### src/bvl_pkg.sv
// bvl_pkg: shared types and constants for the braking velocity limit
// no dependencies
package bvl_pkg;

  localparam int ACCEL_W = 12;
  localparam int DELAY_W = 11;
  localparam int POS_W   = 16;
  localparam int VEL_W   = 13;
  localparam int DIST_W  = 12;
  localparam int AT_W    = 22;
  localparam int AD_W    = 23;
  localparam int X_W     = 26;
  localparam int K_W     = 48;
  localparam int RAD_W   = 52;
  localparam int ROOT_W  = 26;
  localparam int DIFF_W  = 24;
  localparam int RECIP_W = 25;
  localparam int PROD_W  = DIFF_W + RECIP_W;

  localparam logic [ACCEL_W-1:0] ACCEL_MAX   = 12'd3000;
  localparam logic [DELAY_W-1:0] DELAY_MAX   = 11'd1000;
  localparam logic [DIST_W-1:0]  DIST_MAX    = 12'd2400;
  localparam logic [VEL_W-1:0]   VEL_MAX     = 13'd8000;
  localparam logic [24:0]        DIST_SCALE  = 25'd32000000;
  // ceil(2^34 / 1000), exact floor division for differences below 2^24
  localparam logic [RECIP_W-1:0] RECIP_1000  = 25'd17179870;
  localparam int                 RECIP_SHIFT = 34;

  localparam logic [ACCEL_W-1:0] ACCEL_RESET = 12'd1000;
  localparam logic [DELAY_W-1:0] DELAY_RESET = 11'd0;

  // register index, taken from paddr[2]
  localparam logic REG_ACCEL = 1'b0;
  localparam logic REG_DELAY = 1'b1;

  // one slot of the square root pipeline
  typedef struct packed {
    logic              vld;
    logic              ok;
    logic [RAD_W-1:0]  rem;
    logic [ROOT_W-1:0] root;
    logic [X_W-1:0]    x;
  } sqrt_bus_t;

endpackage

### src/bvl_back.sv
// bvl_back: root minus reaction term, divide by 1000, clamp, output register
// depends on bvl_pkg
module bvl_back (
  input  logic                        clk,
  input  logic                        rst,
  input  logic                        ce,
  input  bvl_pkg::sqrt_bus_t          in,
  output logic                        out_vld,
  output logic [bvl_pkg::VEL_W-1:0]   speed_limit,
  output logic                        ok
);

  logic [bvl_pkg::ROOT_W-1:0] diff;
  logic                       d_vld;
  logic                       d_ok;
  logic [bvl_pkg::PROD_W-1:0] d_prod;
  logic [14:0]                quot;

  // root never falls below x, and the difference stays under 2^24
  assign diff = in.root - in.x;
  assign quot = d_prod[bvl_pkg::PROD_W-1:bvl_pkg::RECIP_SHIFT];

  always_ff @(posedge clk) begin
    if (rst) begin
      d_vld   <= 1'b0;
      out_vld <= 1'b0;
    end else if (ce) begin
      d_vld   <= in.vld;
      out_vld <= d_vld;
    end
  end

  always_ff @(posedge clk) begin
    if (ce) begin
      d_ok        <= in.ok;
      d_prod      <= diff[bvl_pkg::DIFF_W-1:0] * bvl_pkg::RECIP_1000;
      ok          <= d_ok;
      speed_limit <= (quot > 15'(bvl_pkg::VEL_MAX)) ? bvl_pkg::VEL_MAX
                                                    : quot[12:0];
    end
  end

endmodule
### config.mk
export PLATFORM = sky130hd
export DESIGN_NAME = bvl_back
export DESIGN_NICKNAME = d
export VERILOG_FILES = /design/src/bvl_pkg.sv /design/src/bvl_back.sv
export SDC_FILE = /design/constraint.sdc
export NUM_CORES = 1
export LEC_CHECK = 0
export BUFFER_PORTS_ARGS = -buffer_cell sky130_fd_sc_hd__buf_2
export CAP_MARGIN = 20
export CORE_MARGIN = 2
export CORE_UTILIZATION = 50
export DETAILED_ROUTE_END_ITERATION = 12
export GPL_ROUTABILITY_DRIVEN = 0
export PLACE_DENSITY_LB_ADDON = 0.1
export SYNTH_ARGS = -nofsm -noshare
export SYNTH_HDL_FRONTEND = slang
export SYNTH_SLANG_ARGS = --single-unit
### constraint.sdc
create_clock -name clk -period 15 [get_ports clk]
set_input_delay 0.75 -clock clk [delete_from_list [all_inputs] [get_ports clk]]
set_output_delay 0.75 -clock clk [all_outputs]
set_load 0.03 [all_outputs]
Yosys cells after proc, flatten, opt, wreduce, memory -nomap -nowiden:

Index checks and enable logic that the tools add are counted.

* register bits after elaboration: 65
* input bits: 109
* output and inout port bits: 15
* logic and storage cells: 9

* add/sub/neg operators: 1
* multipliers: 1
* $lt $le $gt $ge: 1

Operators with widths (number)
* 24-bit by 24-bit multiplier with 48-bit output (second input constant): 1
* 24-bit subtractor: 1
* 15-bit by 13-bit greater-than comparator with 1-bit output (second input constant): 1

Longest topological paths before layout:

* word-level depth: 2
* gate-level depth with buffers: 37
* gate-level depth less buffers: 37

Worst setup path before layout:

Ideal clock, no wire load.

* path type: input port to flip-flop
* start: input port in[26] in the netlist's numbering
* end: register d_prod[48] in the netlist's numbering, data pin
* setup time: 255 ps
* arrival time: 8321 ps
* required time: 14745 ps
* path slack: 6424 ps
* stages: 35
* path buffers: 0
* cell sequence: inv_1 ha_1 inv_1 fa_1 a211oi_1 o21ai_1 a21oi_2 a21oi_2 a21oi_2 a21oi_4 a21oi_4 o21ai_4 xor2_2 ha_1 xnor2_1 fa_1 nand2b_1 fa_1 inv_1 fa_1 fa_1 inv_1 fa_1 inv_1 ha_1 a21oi_1 o21ai_0 a2111oi_0 nand2_1 o2111ai_1 o21ai_1 a211oi_1 o31ai_1 a21o_1 and2_1

* word-level cells in the longest chain between the ends: 2

Ends and longest elaborated chain
* start: declaration: line bvl_back.sv:7 `input bvl_pkg::sqrt_bus_t in,`
* 24-bit subtractor: line bvl_back.sv:20 `assign diff = in.root - in.x;`
* 24-bit by 24-bit multiplier with 48-bit output: line bvl_back.sv:36 `d_prod <= diff[bvl_pkg::DIFF_W-1:0] * bvl_pkg::RECIP_1000;`
* end signal: assignment: line bvl_back.sv:36
* end: declaration: line bvl_back.sv:16 `logic [bvl_pkg::PROD_W-1:0] d_prod;`

No other way between the ends.
A chain may end at the register's enable or synchronous reset.

Worst setup path after layout:

Ends and elaborated chain as after synthesis.

==> flow_summary.json <==
{
  "clk_transition_reported_paths_ns": 0.05,
  "yosysTopAreaCellShare_pct": 29.7,
  "cp-start-kind": "input pin",
  "fin_setup_tns_ns": 0,
  "drt_iter0_markers": 269,
  "layout_common_cells": "inv_1 (363), ha_1 (266), fa_1 (167)",
  "ys_warn_count": 0,
  "final_cell_area_sq_um": 12200,
  "max_freq_ghz": 0.103,
  "area_delta_synth_final_pct": 8.09,
  "die_width_um": 154,
  "worst_hold_path_type": "reg2reg",
  "overflow": 0,
  "grt_pass1_wl_um": 39900,
  "post_cts_resized": 0,
  "cts_sinks": 32,
  "syn-num-nets": 1705,
  "place_area_sq_um": 12000,
  "crit_path_end_kind": "flip-flop",
  "grt_max_degree": 33,
  "avgSynthCellArea_sq_um": 9.68,
  "routedWlPerCell_um": 14.9,
  "synth_cell_types": 58,
  "dpl.cell_count": 1523,
  "finalWorstSetupSlack_ns": 5.33,
  "start_util_pct": 51.2,
  "cts_buffers": 5,
  "routed_via_density": 4.98,
  "synth_ff_type": "edfxtp_1",
  "die_h_um": 154,
  "mostFrequentLayoutCell": "inv_1",
  "num_antenna_cells": 0,
  "cts.hold.buffers_added": 0,
  "synth.area.top_cells": "fa_1 (30%), ha_1 (30%), inv_1 (12%), edfxtp_1 (8.0%), xnor2_1 (3.1%)",
  "synth_top_area_cell": "fa_1",
  "routed_wirelength_um": 22800,
  "grt_use_total_pct": 21.2,
  "slowest_stage": "fa_1",
  "drc": 0,
  "setup_viol": 0,
  "dieArea_sq_um": 23700,
  "cts_root_buffer": "clkbuf_16",
  "status": "finished clean",
  "clkLatencyLatePin_ns": 0.28,
  "io_buffers": 67,
  "maxCapViolCount": 0,
  "antenna_found_initial": 0,
  "crit_top_cell": "fa_1",
  "synth_edf_count": 30,
  "io_pins": 124,
  "finalNonFillerCells": 1531,
  "drv_slew": 0,
  "fp-row-count": 54,
  "cts_setup_buffers": 0,
  "r2r_setup_slack_ns": 13.01,
  "num_vias": 7622,
  "cp.required_ns": 15.03,
  "synth_cells": 1163,
  "postRouteAntennaNets": 0,
  "async_flop_share_pct": 0,
  "ys_ff_latch": 32,
  "worst_pin_slew_ns": 0.752,
  "core_region_area_sq_um": 22000,
  "rsz0062_at_grt": "false",
  "maxSlewHeadroom_pct": 49.6,
  "hold_viol": 0,
  "cts_tree": "built",
  "firstDrtPassIters": 4,
  "arrival_ns": 9.70,
  "cpPeakStageDelay_ns": 0.54,
  "ys_seq_area_share_pct": 8.36,
  "htree_levels": 2,
  "fin_skew_ns": 0.00451,
  "drive_gt1_share_pct": 9.51,
  "layout.nets": 1792,
  "crit_fanout": 9,
  "synth_area_sq_um": 11300,
  "dp_hpwl_um": 19800,
  "layout_min_cycle_time_ns": 9.67,
  "timing_worst_setup_path_type": "in2reg",
  "dp_slack_ns": 4.99,
  "grt_pass1_vias": 8109,
  "finalCritPeriodShare_pct": 64.4,
  "cts_max_path_buffers": 2
}
metrics by stage:
step / hold WS [ns] / utilization [%]
after CTS: 0.431 / 55.4
after detailed placement: 0.419 / 54.7
after global placement: 0.406 / 54.7
after floorplan: 0.400 / -
final: 0.426 / 55.4
after global routing: 0.428 / 55.4
cells by family after synthesis:
logic type               synth area share [%]
buffers and inverters                    12.8
adder cells (fa/ha/maj)                  59.3
flip-flops                               8.36
AO/OA/AOI/OAI                            8.24
AND/OR/NAND/NOR                          6.42
XOR/XNOR                                 4.61
multiplexers                            0.267
Yosys cell counts, types with 3 or more instances:
cell	number
o21ai_1	4
xnor2_2	4
a21o_1	20
xor2_1	10
and3_1	6
inv_1	363
nor3_1	16
nor2_1	30
edfxtp_1	30
nand2b_1	6
a31oi_1	3
and2_1	13
o21a_1	9
mux2i_1	3
nand2_1	27
o21bai_1	3
a21oi_4	3
nor4_1	4
a2111oi_0	4
nand3_1	8
o21ai_0	19
or3_1	7
nor2b_1	11
a211oi_1	7
xnor2_1	40
ha_1	266
a21oi_1	34
fa_1	167
a21oi_2	4
nand4_1	6
registers in the layout, summed over array words and instances, names as in the netlist:
name / count
d_ok: 1
d_prod: 15
d_vld: 1
ok: 1
out_vld: 1
speed_limit: 13
worst paths after layout:
check,startpoint,endpoint,cells past startpoint
hold reg to reg,d_ok$_DFFE_PP_,ok$_DFFE_PP_,0
hold / removal,d_ok$_DFFE_PP_,ok$_DFFE_PP_,0
setup reg to reg,d_prod[36]$_DFFE_PP_,speed_limit[6]$_SDFFCE_PN1P_,6
setup / recovery,in[26],d_prod[48]$_DFFE_PP_,36
layer usage:
layer / up-vias / share of wire [%] / track usage, %
met1: 3652 / 50 / 31.8
li1: 3849 / - / -
met5: - / 0 / 0
met4: 0 / 0.66 / 1.65
met2: 113 / 46 / 34.9
met3: 8 / 3.3 / 2.03
area by class of cell:
| type | count | area [sq um] |
|---|---|---|
| fillers | 2038 | 9790 |
| multi-input cells | 763 | 8880 |
| clock buffers | 8 | 156 |
| inverters | 364 | 1370 |
| flip-flops and latches | 32 | 941 |
| well taps | 280 | 350 |
| repair buffers | 84 | 463 |
critical path, delay by kind of cell:
kind | cells | cell delay (ns)
AOI/OAI and AO/OA | 16 | 3.57
buffers and inverters | 6 | 0.37
xor gates and xnor gates | 2 | 0.69
adders and majority gates | 9 | 3.83
and+or+nand+nor | 3 | 0.45
Power is not shown: default switching activity piles up to over one toggle a cycle in this logic, so the estimate is an artifact.
