===== config.mk =====
export PLATFORM = sky130hd
export DESIGN_NAME = bvl_sqrt_stage
export DESIGN_NICKNAME = d
export VERILOG_FILES = /design/src/bvl_pkg.sv /design/src/bvl_sqrt_stage.sv
export SDC_FILE = /design/constraint.sdc
export NUM_CORES = 1
export LEC_CHECK = 0
export BUFFER_PORTS_ARGS = -buffer_cell sky130_fd_sc_hd__buf_4
export CAP_MARGIN = 30
export CORE_MARGIN = 10
export CORE_UTILIZATION = 45
export CTS_BUF_LIST = sky130_fd_sc_hd__clkbuf_4
export DETAILED_ROUTE_END_ITERATION = 12
export GPL_TIMING_DRIVEN = 0
export PLACE_DENSITY = 0.76
export SYNTH_ARGS = -nofsm -noshare
export SYNTH_HDL_FRONTEND = slang
export SYNTH_SLANG_ARGS = --single-unit
export TNS_END_PERCENT = 100

===== constraint.sdc =====
create_clock -name clk -period 7 [get_ports clk]
set_clock_uncertainty 0.05 [all_clocks]
set_input_delay 1.4 -clock clk [delete_from_list [all_inputs] [get_ports clk]]
set_output_delay 1.4 -clock clk [all_outputs]
set_load 0.01 [all_outputs]

===== src/bvl_pkg.sv =====
// bvl_pkg: shared types and constants for the braking velocity limit
// no dependencies
package bvl_pkg;

  localparam int ACCEL_W = 12;
  localparam int DELAY_W = 11;
  localparam int POS_W   = 16;
  localparam int VEL_W   = 13;
  localparam int DIST_W  = 12;
  localparam int AT_W    = 22;
  localparam int AD_W    = 23;
  localparam int X_W     = 26;
  localparam int K_W     = 48;
  localparam int RAD_W   = 52;
  localparam int ROOT_W  = 26;
  localparam int DIFF_W  = 24;
  localparam int RECIP_W = 25;
  localparam int PROD_W  = DIFF_W + RECIP_W;

  localparam logic [ACCEL_W-1:0] ACCEL_MAX   = 12'd3000;
  localparam logic [DELAY_W-1:0] DELAY_MAX   = 11'd1000;
  localparam logic [DIST_W-1:0]  DIST_MAX    = 12'd2400;
  localparam logic [VEL_W-1:0]   VEL_MAX     = 13'd8000;
  localparam logic [24:0]        DIST_SCALE  = 25'd32000000;
  // ceil(2^34 / 1000), exact floor division for differences below 2^24
  localparam logic [RECIP_W-1:0] RECIP_1000  = 25'd17179870;
  localparam int                 RECIP_SHIFT = 34;

  localparam logic [ACCEL_W-1:0] ACCEL_RESET = 12'd1000;
  localparam logic [DELAY_W-1:0] DELAY_RESET = 11'd0;

  // register index, taken from paddr[2]
  localparam logic REG_ACCEL = 1'b0;
  localparam logic REG_DELAY = 1'b1;

  // one slot of the square root pipeline
  typedef struct packed {
    logic              vld;
    logic              ok;
    logic [RAD_W-1:0]  rem;
    logic [ROOT_W-1:0] root;
    logic [X_W-1:0]    x;
  } sqrt_bus_t;

endpackage


===== src/bvl_sqrt_stage.sv =====
// bvl_sqrt_stage: one root bit of the truncating square root, registered
// depends on bvl_pkg
module bvl_sqrt_stage #(
  parameter int BIT = 25
) (
  input  logic               clk,
  input  logic               rst,
  input  logic               ce,
  input  bvl_pkg::sqrt_bus_t in,
  output bvl_pkg::sqrt_bus_t out
);

  logic [bvl_pkg::RAD_W:0] trial;
  logic                    take;

  // (P + 2^BIT)^2 - P^2 = P*2^(BIT+1) + 2^(2*BIT); P has no bits at or below BIT
  assign trial = ((bvl_pkg::RAD_W+1)'(in.root) << (BIT + 1))
               | ((bvl_pkg::RAD_W+1)'(1) << (2 * BIT));
  assign take  = {1'b0, in.rem} >= trial;

  always_ff @(posedge clk) begin
    if (rst) begin
      out.vld <= 1'b0;
    end else if (ce) begin
      out.vld <= in.vld;
    end
  end

  always_ff @(posedge clk) begin
    if (ce) begin
      out.ok   <= in.ok;
      out.x    <= in.x;
      out.rem  <= take ? bvl_pkg::RAD_W'({1'b0, in.rem} - trial) : in.rem;
      out.root <= take ? (in.root | (bvl_pkg::ROOT_W'(1) << BIT)) : in.root;
    end
  end

endmodule


Word-level counts from Yosys, hierarchy flattened. Cells that the tools add are included.

Add/subtract/negate cells: 1. Multipliers: 0. Div/mod/pow operators: 0. Order comparisons: 1. Eq/ne operators: 0. Shift-type cells: 0. Muxes and demuxes: 1. Bitwise logic cells: 0. Reductions and logical operators: 0.

Operators by type and width (count): >= comparator 52 bit (1); two-way mux 52 bit (1); subtractor 52 bit (1).

Bits in registers: 106. Bits in latches: 0. RAM bits: 0. Memory bits (read-only): 0. Bits of input ports: 109. Output and inout port bits: 106. Logic and storage cells: 9. Memories kept: 0.

Depth between registers and ports, before layout.
Depth in word-level cells: 2. Gate-level depth with buffers: 13. Depth with buffers taken out: 12.

Worst setup path after synthesis. Ideal clock, no wire load.

Path kind: input -> register. Start: input in[78] (netlist name). End: register out[102] (netlist name) (data pin). Setup time: 0.256 ns. Arrival time: 3.598 ns. Setup slack: 3.096 ns. Cell stages on the path: 12. Path through: inv_1 ha_1 inv_1 fa_1 a21o_1 a221o_2 a21oi_4 a2111oi_4 o31ai_4 o211a_1 nor2_1 o22a_1.

Word-level cells in the longest chain between the ends: 2. Elaborated cells between the ends (all ways): 3. Those cells by class: add/sub (1); order compare (1); mux (1).

RTL lines: start: declaration (line bvl_sqrt_stage.sv:9) `input bvl_pkg::sqrt_bus_t in,`; subtractor 52 bit or >= comparator 52 bit (tied branches) (line bvl_sqrt_stage.sv:33, bvl_sqrt_stage.sv:19); two-way mux 52 bit (*) (line bvl_sqrt_stage.sv:33) `out.rem <= take ? bvl_pkg::RAD_W'({1'b0, in.rem} - trial) : in.rem;`; end: declaration (line bvl_sqrt_stage.sv:10) `output bvl_pkg::sqrt_bus_t out`.

Every way passes the cells marked *; elsewhere a longest branch is shown, timed or not. A chain may end at the register's enable or synchronous reset.

Final worst setup path. Ends and elaborated chain as after synthesis.

==> results.sh <==
export IMPL_finalCritPeriodShare=0.543
export IMPL_yosys_most_used_dff="edfxtp_1"
export IMPL_min_period_ns=3.80
export IMPL_largest_register="out"
export IMPL_dieArea_um2=15900
export IMPL_routed_wl_um=15700
export IMPL_ff2ff_path_depth=2
export IMPL_die_height_um=126
export IMPL_ir_worst_vdd_uv=136
export IMPL_largest_register_ffs=106
export IMPL_critPathMaxStageDelay_ns=0.46
export IMPL_maxCapViolations=0
export IMPL_crit_type="in2reg"
export IMPL_synth_nets=506
export IMPL_setup_viol=0
export IMPL_synth_top_area_frac=0.625
export IMPL_yosys_warnings=0
export IMPL_ctsResizeCount=0
export IMPL_holdPathStages=2
export IMPL_synth_seq_cells=106
export IMPL_hold_buffers=0
export IMPL_power_total_uw=1510
export IMPL_drive_gt1_frac=0.425
export IMPL_start_kind="primary input"
export IMPL_crit_path_end_kind="flip-flop"
export IMPL_numCtsBuffers=9
export IMPL_routedWlPerCell_um=21.1
export IMPL_place_congestion=0.825
export IMPL_final_cell_mix="buf_4, edfxtp_1, a21oi_1, inv_1, nor2_1"
export IMPL_grt_pass1_wl_um=23400
export IMPL_busiest_layer="met2"
export IMPL_cts_setup_buffers=0
export IMPL_report_final_slew_viol_count=0
export IMPL_clock_path_buffers=2
export IMPL_worstPathArrival_ns=3.95
export IMPL_grt_use_met3=0.0554
export IMPL_required_ns=7.15
export IMPL_gr_total_overflow=0
export IMPL_groute_usage_overall=0.188
export IMPL_antenna_found_initial=1
export IMPL_cp_slowest_cell="a221o_2"
export IMPL_use_met2=0.325
export IMPL_syn_area_um2=5050
export IMPL_cp_cell_sequence="buf_4 -> inv_1 -> ha_1 -> inv_1 -> fa_1 -> a21o_1 -> a221o_2 -> a21oi_4 -> a2111oi_4 -> o31ai_4 -> o211a_1 -> nor2_1 -> o22a_1"
export IMPL_synthToLayoutAreaGrowth_pct=39.3
export IMPL_cts_tree="done"
export IMPL_slew_headroom=0.687
export IMPL_p_leak_uw=0.00310
export IMPL_fin_util=0.646
export IMPL_hp_class="reg2reg"
export IMPL_yosys_top_cells_area="edfxtp_1, ha_1, a21oi_1, xnor2_1, inv_1"
export IMPL_synth_area_per_cell_um2=13.6
export IMPL_path_clk_slew_ns=0.17
export IMPL_synth_edf_count=105
export IMPL_viasPerCell=5.20
export IMPL_globalRouteMet1Util=0.227
export IMPL_clock_sinks=106
export IMPL_drtAntennaViolNets=0
export IMPL_die_w_um=126
export IMPL_timing_fmax_mhz=263
export IMPL_portBuffers=214
export IMPL_rows=38
export IMPL_drt_pre_antenna_iters=4
export IMPL_drc=0
export IMPL_ys_seq_area_frac=0.629
export IMPL_drtIter0Drc=318
export IMPL_reg_largest_list="out x106"
export IMPL_tns_ns=0
export IMPL_grt_max_degree=73
export IMPL_cp_max_fo=4
export IMPL_synth_top_area_cell="edfxtp_1"
export IMPL_worst_pin_slew_ns=0.470
export IMPL_num_vias=3867
export IMPL_nNetsFinal=732
export IMPL_start_util=0.464
export IMPL_syn_inst=371
export IMPL_core_area_um2=10900
export IMPL_grt_setup_unrepaired="false"
export IMPL_nFillCells=840
export IMPL_outcome="finished, final reports clean"
export IMPL_p_per_area_nw_per_um2=215
export IMPL_cpMostUsedCell="inv_1"
export IMPL_cts_root_buf="clkbuf_4"
export IMPL_ys_types=60
export IMPL_cts_max_level=3
export IMPL_layout_commonest_cell="buf_4"
export IMPL_final_hold_viol_count=0
export IMPL_hpwl_um=12600
export IMPL_grt_pass1_vias=3889
export IMPL_async_reset_ff_frac=0
export IMPL_insertion_delay_ns=0.44
export IMPL_io_pins=215
-- power breakdown --
group	total, uW	switching (uW)	internal (uW)
Clock	362	206	156
Combinational	371	187	183
Sequential	781	16.3	765
-- cell type report --
type / instances / area (um^2) / share of cell area
flip-flops and latches: 106 / 3170 / 0.451
repair buffers: 215 / 1630 / 0.232
multi-input cells: 225 / 1690 / 0.241
well taps: 140 / 175 / 0.0249
diodes: 2 / 5.00 / 0.000712
inverters: 30 / 113 / 0.0160
plain buffers: 10 / 70.1 / 0.00997
clock buffers: 11 / 82.6 / 0.0117
clock inverters: 5 / 85.1 / 0.0121
-- cells in the mapped netlist (all sizes together), types with 3 or more instances --
cell and instances:
edfxtp 105, a21oi 36, inv 30, nor2 26, ha 25, xnor2 18, nand2 15, a21o 14
o21ai 9, mux2 7, nand4 7, nand3 6, a31oi 5, buf 5, clkbuf 5, nor4 5
and3 4, and3b 3, and4 3, mux2i 3, nor2b 3, o21a 3, xor2 3
-- layer usage --
metal	vias to the layer above	share of wire
li1	1848	-
met1	1867	0.42
met2	143	0.51
met3	9	0.069
met4	0	0.0078
met5	-	0
-- metrics by stage --
stage	setup WS [ns]	cell area [um^2]	hold slack, ns	cells
6_report	3.20	7030	0.517	744
4_1_cts	3.23	7020	0.513	742
5_1_grt	3.11	7030	0.539	744
3_5_place_dp	2.76	6860	0.480	726
3_3_place_gp	2.77	6830	0.437	725
2_1_floorplan	3.10	5050	0.478	371
-- cell families after synthesis --
group | count (synthesis) | synth area share
buf+inv | 40 | 0.0362
xor+xnor | 21 | 0.0364
flops | 106 | 0.629
simple gates | 85 | 0.0917
fa+ha+maj | 26 | 0.0659
compound gates | 83 | 0.119
mux | 10 | 0.0216
-- worst max-delay path, delay by kind of cell --
family | cells | cell delay (ns)
adder cells (fa/ha/maj) | 2 | 0.55
AO/OA/AOI/OAI | 7 | 1.74
AND/OR/NAND/NOR | 1 | 0.05
buffers and inverters | 3 | 0.20
-- worst paths after layout --
check	endpoint	slack, ns	start
min reg2reg	out[105]	0.52	out[105]
max	out[102]	3.20	in[78]
min	out[105]	0.52	out[105]
max reg2reg	out[105]	6.32	out[105]
Note: power is estimated with default switching activity, not from simulation.
