### src/bvl_pkg.sv
// bvl_pkg: shared types and constants for the braking velocity limit
// no dependencies
package bvl_pkg;

  localparam int ACCEL_W = 12;
  localparam int DELAY_W = 11;
  localparam int POS_W   = 16;
  localparam int VEL_W   = 13;
  localparam int DIST_W  = 12;
  localparam int AT_W    = 22;
  localparam int AD_W    = 23;
  localparam int X_W     = 26;
  localparam int K_W     = 48;
  localparam int RAD_W   = 52;
  localparam int ROOT_W  = 26;
  localparam int DIFF_W  = 24;
  localparam int RECIP_W = 25;
  localparam int PROD_W  = DIFF_W + RECIP_W;

  localparam logic [ACCEL_W-1:0] ACCEL_MAX   = 12'd3000;
  localparam logic [DELAY_W-1:0] DELAY_MAX   = 11'd1000;
  localparam logic [DIST_W-1:0]  DIST_MAX    = 12'd2400;
  localparam logic [VEL_W-1:0]   VEL_MAX     = 13'd8000;
  localparam logic [24:0]        DIST_SCALE  = 25'd32000000;
  // ceil(2^34 / 1000), exact floor division for differences below 2^24
  localparam logic [RECIP_W-1:0] RECIP_1000  = 25'd17179870;
  localparam int                 RECIP_SHIFT = 34;

  localparam logic [ACCEL_W-1:0] ACCEL_RESET = 12'd1000;
  localparam logic [DELAY_W-1:0] DELAY_RESET = 11'd0;

  // register index, taken from paddr[2]
  localparam logic REG_ACCEL = 1'b0;
  localparam logic REG_DELAY = 1'b1;

  // one slot of the square root pipeline
  typedef struct packed {
    logic              vld;
    logic              ok;
    logic [RAD_W-1:0]  rem;
    logic [ROOT_W-1:0] root;
    logic [X_W-1:0]    x;
  } sqrt_bus_t;

endpackage

### src/bvl_front.sv
// bvl_front: distance clamp, products and radicand, three register stages
// depends on bvl_pkg
module bvl_front (
  input  logic                         clk,
  input  logic                         rst,
  input  logic                         ce,
  input  logic                         in_vld,
  input  logic signed [bvl_pkg::POS_W-1:0]   position_error,
  input  logic [bvl_pkg::ACCEL_W-1:0]  accel_limit,
  input  logic [bvl_pkg::DELAY_W-1:0]  reaction_delay,
  output bvl_pkg::sqrt_bus_t           out
);

  logic                        cfg_ok;
  logic [bvl_pkg::ACCEL_W-1:0] a_eff;
  logic [16:0]                 mag;
  logic [bvl_pkg::DIST_W-1:0]  dist_clamp;

  // stage 1
  logic                        s1_vld;
  logic                        s1_ok;
  logic [bvl_pkg::AT_W-1:0]    s1_at;
  logic [bvl_pkg::AD_W-1:0]    s1_ad;
  // stage 2
  logic                        s2_vld;
  logic                        s2_ok;
  logic [bvl_pkg::X_W-1:0]     s2_x;
  logic [bvl_pkg::RAD_W-1:0]   s2_xx;
  logic [bvl_pkg::K_W-1:0]     s2_k;
  // stage 3
  logic                        s3_vld;
  logic                        s3_ok;
  logic [bvl_pkg::X_W-1:0]     s3_x;
  logic [bvl_pkg::RAD_W-1:0]   s3_r;

  // bad settings zero the acceleration so the whole datapath yields zero
  assign cfg_ok = (accel_limit != '0) && (accel_limit <= bvl_pkg::ACCEL_MAX)
                  && (reaction_delay <= bvl_pkg::DELAY_MAX);
  assign a_eff  = cfg_ok ? accel_limit : '0;
  assign mag    = position_error[bvl_pkg::POS_W-1]
                  ? (17'h10000 - {1'b0, position_error})
                  : {1'b0, position_error};
  assign dist_clamp = (mag > 17'(bvl_pkg::DIST_MAX)) ? bvl_pkg::DIST_MAX : mag[11:0];

  always_ff @(posedge clk) begin
    if (rst) begin
      s1_vld <= 1'b0;
      s2_vld <= 1'b0;
      s3_vld <= 1'b0;
    end else if (ce) begin
      s1_vld <= in_vld;
      s2_vld <= s1_vld;
      s3_vld <= s2_vld;
    end
  end

  always_ff @(posedge clk) begin
    if (ce) begin
      s1_ok <= cfg_ok;
      s1_at <= {10'b0, a_eff} * {12'b0, reaction_delay[9:0]};
      s1_ad <= {11'b0, a_eff} * {11'b0, dist_clamp};
      s2_ok <= s1_ok;
      s2_x  <= {s1_at, 4'b0000};
      s2_xx <= {26'b0, s1_at, 4'b0000} * {26'b0, s1_at, 4'b0000};
      s2_k  <= {25'b0, s1_ad} * {23'b0, bvl_pkg::DIST_SCALE};
      s3_ok <= s2_ok;
      s3_x  <= s2_x;
      s3_r  <= s2_xx + bvl_pkg::RAD_W'(s2_k);
    end
  end

  assign out.vld  = s3_vld;
  assign out.ok   = s3_ok;
  assign out.rem  = s3_r;
  assign out.root = '0;
  assign out.x    = s3_x;

endmodule

### config.mk
export PLATFORM = sky130hd
export DESIGN_NAME = bvl_front
export DESIGN_NICKNAME = d
export VERILOG_FILES = /design/src/bvl_pkg.sv /design/src/bvl_front.sv
export SDC_FILE = /design/constraint.sdc
export NUM_CORES = 2
export LEC_CHECK = 0
export BUFFER_PORTS_ARGS = -buffer_cell sky130_fd_sc_hd__buf_4
export CORE_ASPECT_RATIO = 1.4
export CORE_MARGIN = 2
export CORE_UTILIZATION = 62
export CTS_CLUSTER_DIAMETER = 150
export DETAILED_ROUTE_END_ITERATION = 7
export PLACE_DENSITY_LB_ADDON = 0.1
export RECOVER_POWER = 100
export SETUP_SLACK_MARGIN = 0.2
export SYNTH_ARGS = -nofsm -noshare
export SYNTH_HDL_FRONTEND = slang
export SYNTH_SLANG_ARGS = --single-unit
### constraint.sdc
create_clock -name clk -period 11.9 [get_ports clk]
set_input_delay 2.38 -clock clk [delete_from_list [all_inputs] [get_ports clk]]
set_output_delay 2.38 -clock clk [all_outputs]
set_load 0.05 [all_outputs]
# Word level (Yosys, flattened, before mapping)

Cells that the tools add are included.

$add $sub $neg: 2
Multiply operators: 4
Divide/modulo/power cells: 0
Magnitude comparators: 3
Eq/ne operators: 0
Shift-type cells: 0
Muxes and demuxes: 3
Bitwise gates (word level): 0
Reductions and logical operators: 3

Operators by type and width:

| operator                                                                 | count |
|---|---|
| 52-bit by 48-bit adder with 52-bit output                                | 1 |
| 22-bit by 22-bit multiplier with 44-bit output                           | 1 |
| 23-bit by 14-bit multiplier with 37-bit output (second input constant)   | 1 |
| 12-bit two-way mux                                                       | 2 |
| 12-bit by 12-bit multiplier with 23-bit output                           | 1 |
| 12-bit by 10-bit multiplier with 22-bit output                           | 1 |
| 17-bit by 12-bit > comparator with 1-bit output (second input constant)  | 1 |
| 17-bit two-way mux                                                       | 1 |
| 17-bit by 16-bit subtractor with 17-bit output (first input constant)    | 1 |
| 12-bit <= comparator (second input constant)                             | 1 |
| 12-bit nonzero test                                                      | 1 |
| 11-bit by 10-bit <= comparator with 1-bit output (second input constant) | 1 |
| 1-bit logical AND                                                        | 2 |

Bits in registers: 228
Bits in latches: 0
Bits in writable memories: 0
ROM bits: 0
Bits of input ports: 43
Logic and storage cells: 28
Memories: 0

# Logic depth before layout (Yosys ltp)

Depth after elaboration: 5
Depth in mapped cells: 33
Mapped depth without buffers: 31

# Worst setup path before layout

OpenSTA, ideal clock, no wires.

Kind: in2reg
Start point: input position_error[0] (netlist name)
End point: register s1_ad[22] (netlist name), data pin
Data arrival time: 9.377 ns
Required time: 11.632 ns
Slack: 2.255 ns
Cell stages on the path: 28
Buffers on the path: 3
Cell sequence: or4_4 or4b_1 buf_2 or3_1 a211oi_1 o21ai_1 o21ba_4 buf_6 buf_6 and2_2 nand2_1 fa_1 fa_1 fa_1 inv_1 fa_1 inv_1 fa_1 inv_1 ha_1 or3_1 nor2_1 a211oi_1 a311oi_1 a21oi_1 a41o_1 o41ai_1 xnor2_1

Cells in the longest elaborated chain, start to end: 5

Ends and longest elaborated chain:

| item                                             | RTL line        | text |
|---|---|---|
| start: declaration                               | bvl_front.sv:8  | `input logic signed [bvl_pkg::POS_W-1:0] position_error,` |
| 17-bit by 16-bit subtractor with 17-bit output   | bvl_front.sv:41 | `? (17'h10000 - {1'b0, position_error})` |
| 17-bit two-way mux *                             | bvl_front.sv:41 |  |
| 17-bit by 12-bit > comparator with 1-bit output  | bvl_front.sv:43 | `assign dist_clamp = (mag > 17'(bvl_pkg::DIST_MAX)) ? bvl_pkg::DIST_MAX : mag[11:0];` |
| 12-bit two-way mux *                             | bvl_front.sv:43 |  |
| 12-bit by 12-bit multiplier with 23-bit output * | bvl_front.sv:61 | `s1_ad <= {11'b0, a_eff} * {11'b0, dist_clamp};` |
| end signal: assignment                           | bvl_front.sv:61 |  |
| end: declaration                                 | bvl_front.sv:23 | `logic [bvl_pkg::AD_W-1:0] s1_ad;` |

Mark *: on every way between the ends. The rest lies on a longest branch, timed or not.
A chain may end at the register's enable or synchronous reset.

# Final worst setup path

Start point: input accel_limit[0] (netlist name)
End point: register s1_ad[22] (netlist name), data pin

Cells in the longest elaborated chain, start to end: 5

Ends and longest elaborated chain:

| item                                                               | RTL line        | text |
|---|---|---|
| start: declaration                                                 | bvl_front.sv:9  | `input logic [bvl_pkg::ACCEL_W-1:0] accel_limit,` |
| 12-bit <= comparator / 12-bit nonzero test (equally long branches) | bvl_front.sv:37 | `assign cfg_ok = (accel_limit != '0) && (accel_limit <= bvl_pkg::ACCEL_MAX)` |
| 1-bit logical AND                                                  | bvl_front.sv:37 |  |
| 1-bit logical AND                                                  | bvl_front.sv:38 | `&& (reaction_delay <= bvl_pkg::DELAY_MAX);` |
| 12-bit two-way mux *                                               | bvl_front.sv:39 | `assign a_eff = cfg_ok ? accel_limit : '0;` |
| 12-bit by 12-bit multiplier with 23-bit output *                   | bvl_front.sv:61 |  |

Marked as above.

==> results.cfg <==
[yosys]
yosysWarnings = 0
synth_top_area_share_pct = 33.7
ys_seq_area_share_pct = 17.7
synth-seq-cells = 216
synthTopCellsByArea = fa_1 34%, edfxtp_1 18%, ha_1 15%
postSynthAreaPerCell_um2 = 9.81
async_flop_share_pct = 0
syn_area_um2 = 36500
synthFlopType = edfxtp_1
synth_edf_count = 213
synth.largest_area_cell = fa_1
synthCells = 3721
post_synth_num_cell_types = 76

[final_layout]
nets = 4882
antenna_cells = 0
mostFrequentLayoutCells = 875 x inv_1, 614 x fa_1, 441 x ha_1
mostFrequentLayoutCell = inv_1
nFillCells = 4851
synthToLayoutAreaGrowth_pct = 5.00
drive_gt1_share_pct = 2.82

[routing]
post-route-drc-count = 0
drtAntennaViolNets = 0
dr_total_vias = 25600
wirelength_um = 85500
drtIter0Drc = 1274
first_pass_iters = 5
wl_per_cell_um = 18.8
vias_per_cell = 5.63

[worst_setup_path]
r2r-start = s1_at[6]
end_kind = register
worst_ep_required_time_ns = 12.18
r2r_cells = 24
crit_fanout = 82
worstPathArrival_ns = 10.73
r2r_setup_slack_ns = 2.93
path_class = in2reg
r2r_end = s2_xx[50]
start_kind = primary input

[clock_network]
clk_pin_slew_ns = 0.07
cts_buffer_depth = 3
cts_root_buf = clkbuf_16
cts.sinks = 216
cts_htree_levels = 1
cts_setup_buffers = 0
clock_latency_ns = 0.57
cts_resized = 0
cts_made_buffers = 23
cts-hold-fix-buffers = 0
cts_tree = done

[global_routing]
grt-ovfl-total = 0
grt_max_degree = 86
antenna_found_initial = 1
grt_use_total_pct = 29.6
grt_pass1_vias = 28300
grt_pass1_wl_um = 142000

[timing]
finalHoldViolations = 0
tightest_slew_ns = 3.76
finClkSkew_ns = 0.0316
finalSetupViolCount = 0
rsz0062_at_grt = no
maxClockFrequency_ghz = 0.0957
slew_headroom_pct = -150
min_period_ns = 10.45
timing.setup.tns_ns = 0
maxSlewViolCount = 446
period_share_pct = 87.8

[worst_hold_path]
holdCritPathClass = reg2reg
whs_path_depth = 0
hold_start = s2_x[10]
holdPathEnd = s3_x[10]

[die]
die_h_um = 291
die_x_um = 209
initial_core_util_pct = 62.5
num_rows = 105
pin_count = 149
dieArea_um2 = 60900
core-area_um2 = 58500

[place]
port_buffers = 109
hpwl_um = 69700
place_congestion = 0.948

[run_status]
status = complete, but fails checks
violations = max-capacitance violations, max-slew violations

[job]
cap_violations = 11
-- cell families after synthesis --
logic type | after synthesis | share of synthesized area (%)
compound gates | 411 | 7.26
xor+xnor | 157 | 3.77
fa+ha+maj | 1055 | 48.8
buf+inv | 1010 | 10.9
flops | 216 | 17.7
mux | 5 | 0.140
other cells | 1 | 0.0103
simple gates | 866 | 11.5
-- final cells by class --
| type | instances | area, um^2 | area share (%) |
|---|---|---|---|
| multi-input cells | 2533 | 26200 | 68.4 |
| well taps | 749 | 937 | 2.44 |
| clock buffers | 25 | 583 | 1.52 |
| inverters | 875 | 3280 | 8.57 |
| repair buffers | 135 | 692 | 1.80 |
| clock inverters | 15 | 174 | 0.454 |
| flip-flops and latches | 216 | 6460 | 16.8 |
-- routing by layer --
layer	GRT usage (%)	part of all wire [%]	vias up
met4	15.9	6.2	0
li1	-	-	11700
met5	0	0	-
met2	55.4	53	743
met3	2.66	4.5	258
met1	33.0	36	12900
-- worst max path at each step --
| stage | start | endpoint | slack, ns | cells after the start |
|---|---|---|---|---|
| 6_report | accel_limit[0] | s1_ad[22] | 1.45 | 25 |
| 5_1_grt | accel_limit[0] | s1_ad[22] | 0.78 | 25 |
| 4_1_cts | position_error[0] | s1_ad[22] | 1.90 | 26 |
| 3_5_place_dp | position_error[0] | s1_ad[22] | 1.33 | 26 |
| 3_3_place_gp | position_error[0] | s1_ad[22] | 1.49 | 26 |
| 2_1_floorplan | position_error[0] | s1_ad[22] | 2.26 | 28 |
-- cells in the mapped netlist, drive strengths merged, types with 27 or more instances --
master	number
o21ai	84
buf	55
inv	875
a21oi	121
and2	145
nor3	27
nor2	165
nand2	329
xor2	44
ha	441
a21o	47
xnor2	113
and3	68
edfxtp	213
fa	614
clkbuf	80
-- through the flow --
stage | cell area, um^2 | setup slack [ns] | hold slack, ns | util [%] | std cells
after floorplan | 36700 | 2.26 | 0.400 | - | 3759
after global placement | 37900 | 1.49 | 0.402 | 64.9 | 4508
after detailed placement | 37900 | 1.33 | 0.405 | 64.9 | 4508
after CTS | 38700 | 1.90 | 0.415 | 66.1 | 4548
after global routing | 38300 | 0.777 | 0.421 | 65.6 | 4548
final | 38300 | 1.45 | 0.415 | 65.6 | 4548
-- worst max-delay path, cell delays in order --
cell and delay, ns:
buf_4 0.14, or3_1 0.39, a41oi_1 0.23, nor2_1 0.07, o21ai_0 0.15, o311a_1 1.61, and2_1 0.75, nand2_1 0.17
fa_1 0.47, fa_1 0.47, fa_1 0.50, inv_1 0.06, fa_1 0.53, inv_1 0.06, fa_1 0.52, inv_1 0.04
ha_1 0.21, or3_1 0.41, nor2_1 0.17, a211oi_1 0.15, a311oi_1 0.40, a21oi_1 0.14, a41o_1 0.27, o41ai_1 0.30
xnor2_1 0.13
-- registers in the layout (all words and copies together) (netlist names), 21 cells and up --
signal,count
s3_x,22
s2_k,37
s1_ad,23
s1_at,22
s2_x,21
s3_r,42
s2_xx,43
Power is left out: the tool's default activity adds up to more than one toggle a clock period on the data nets, which glitch-free logic cannot reach.
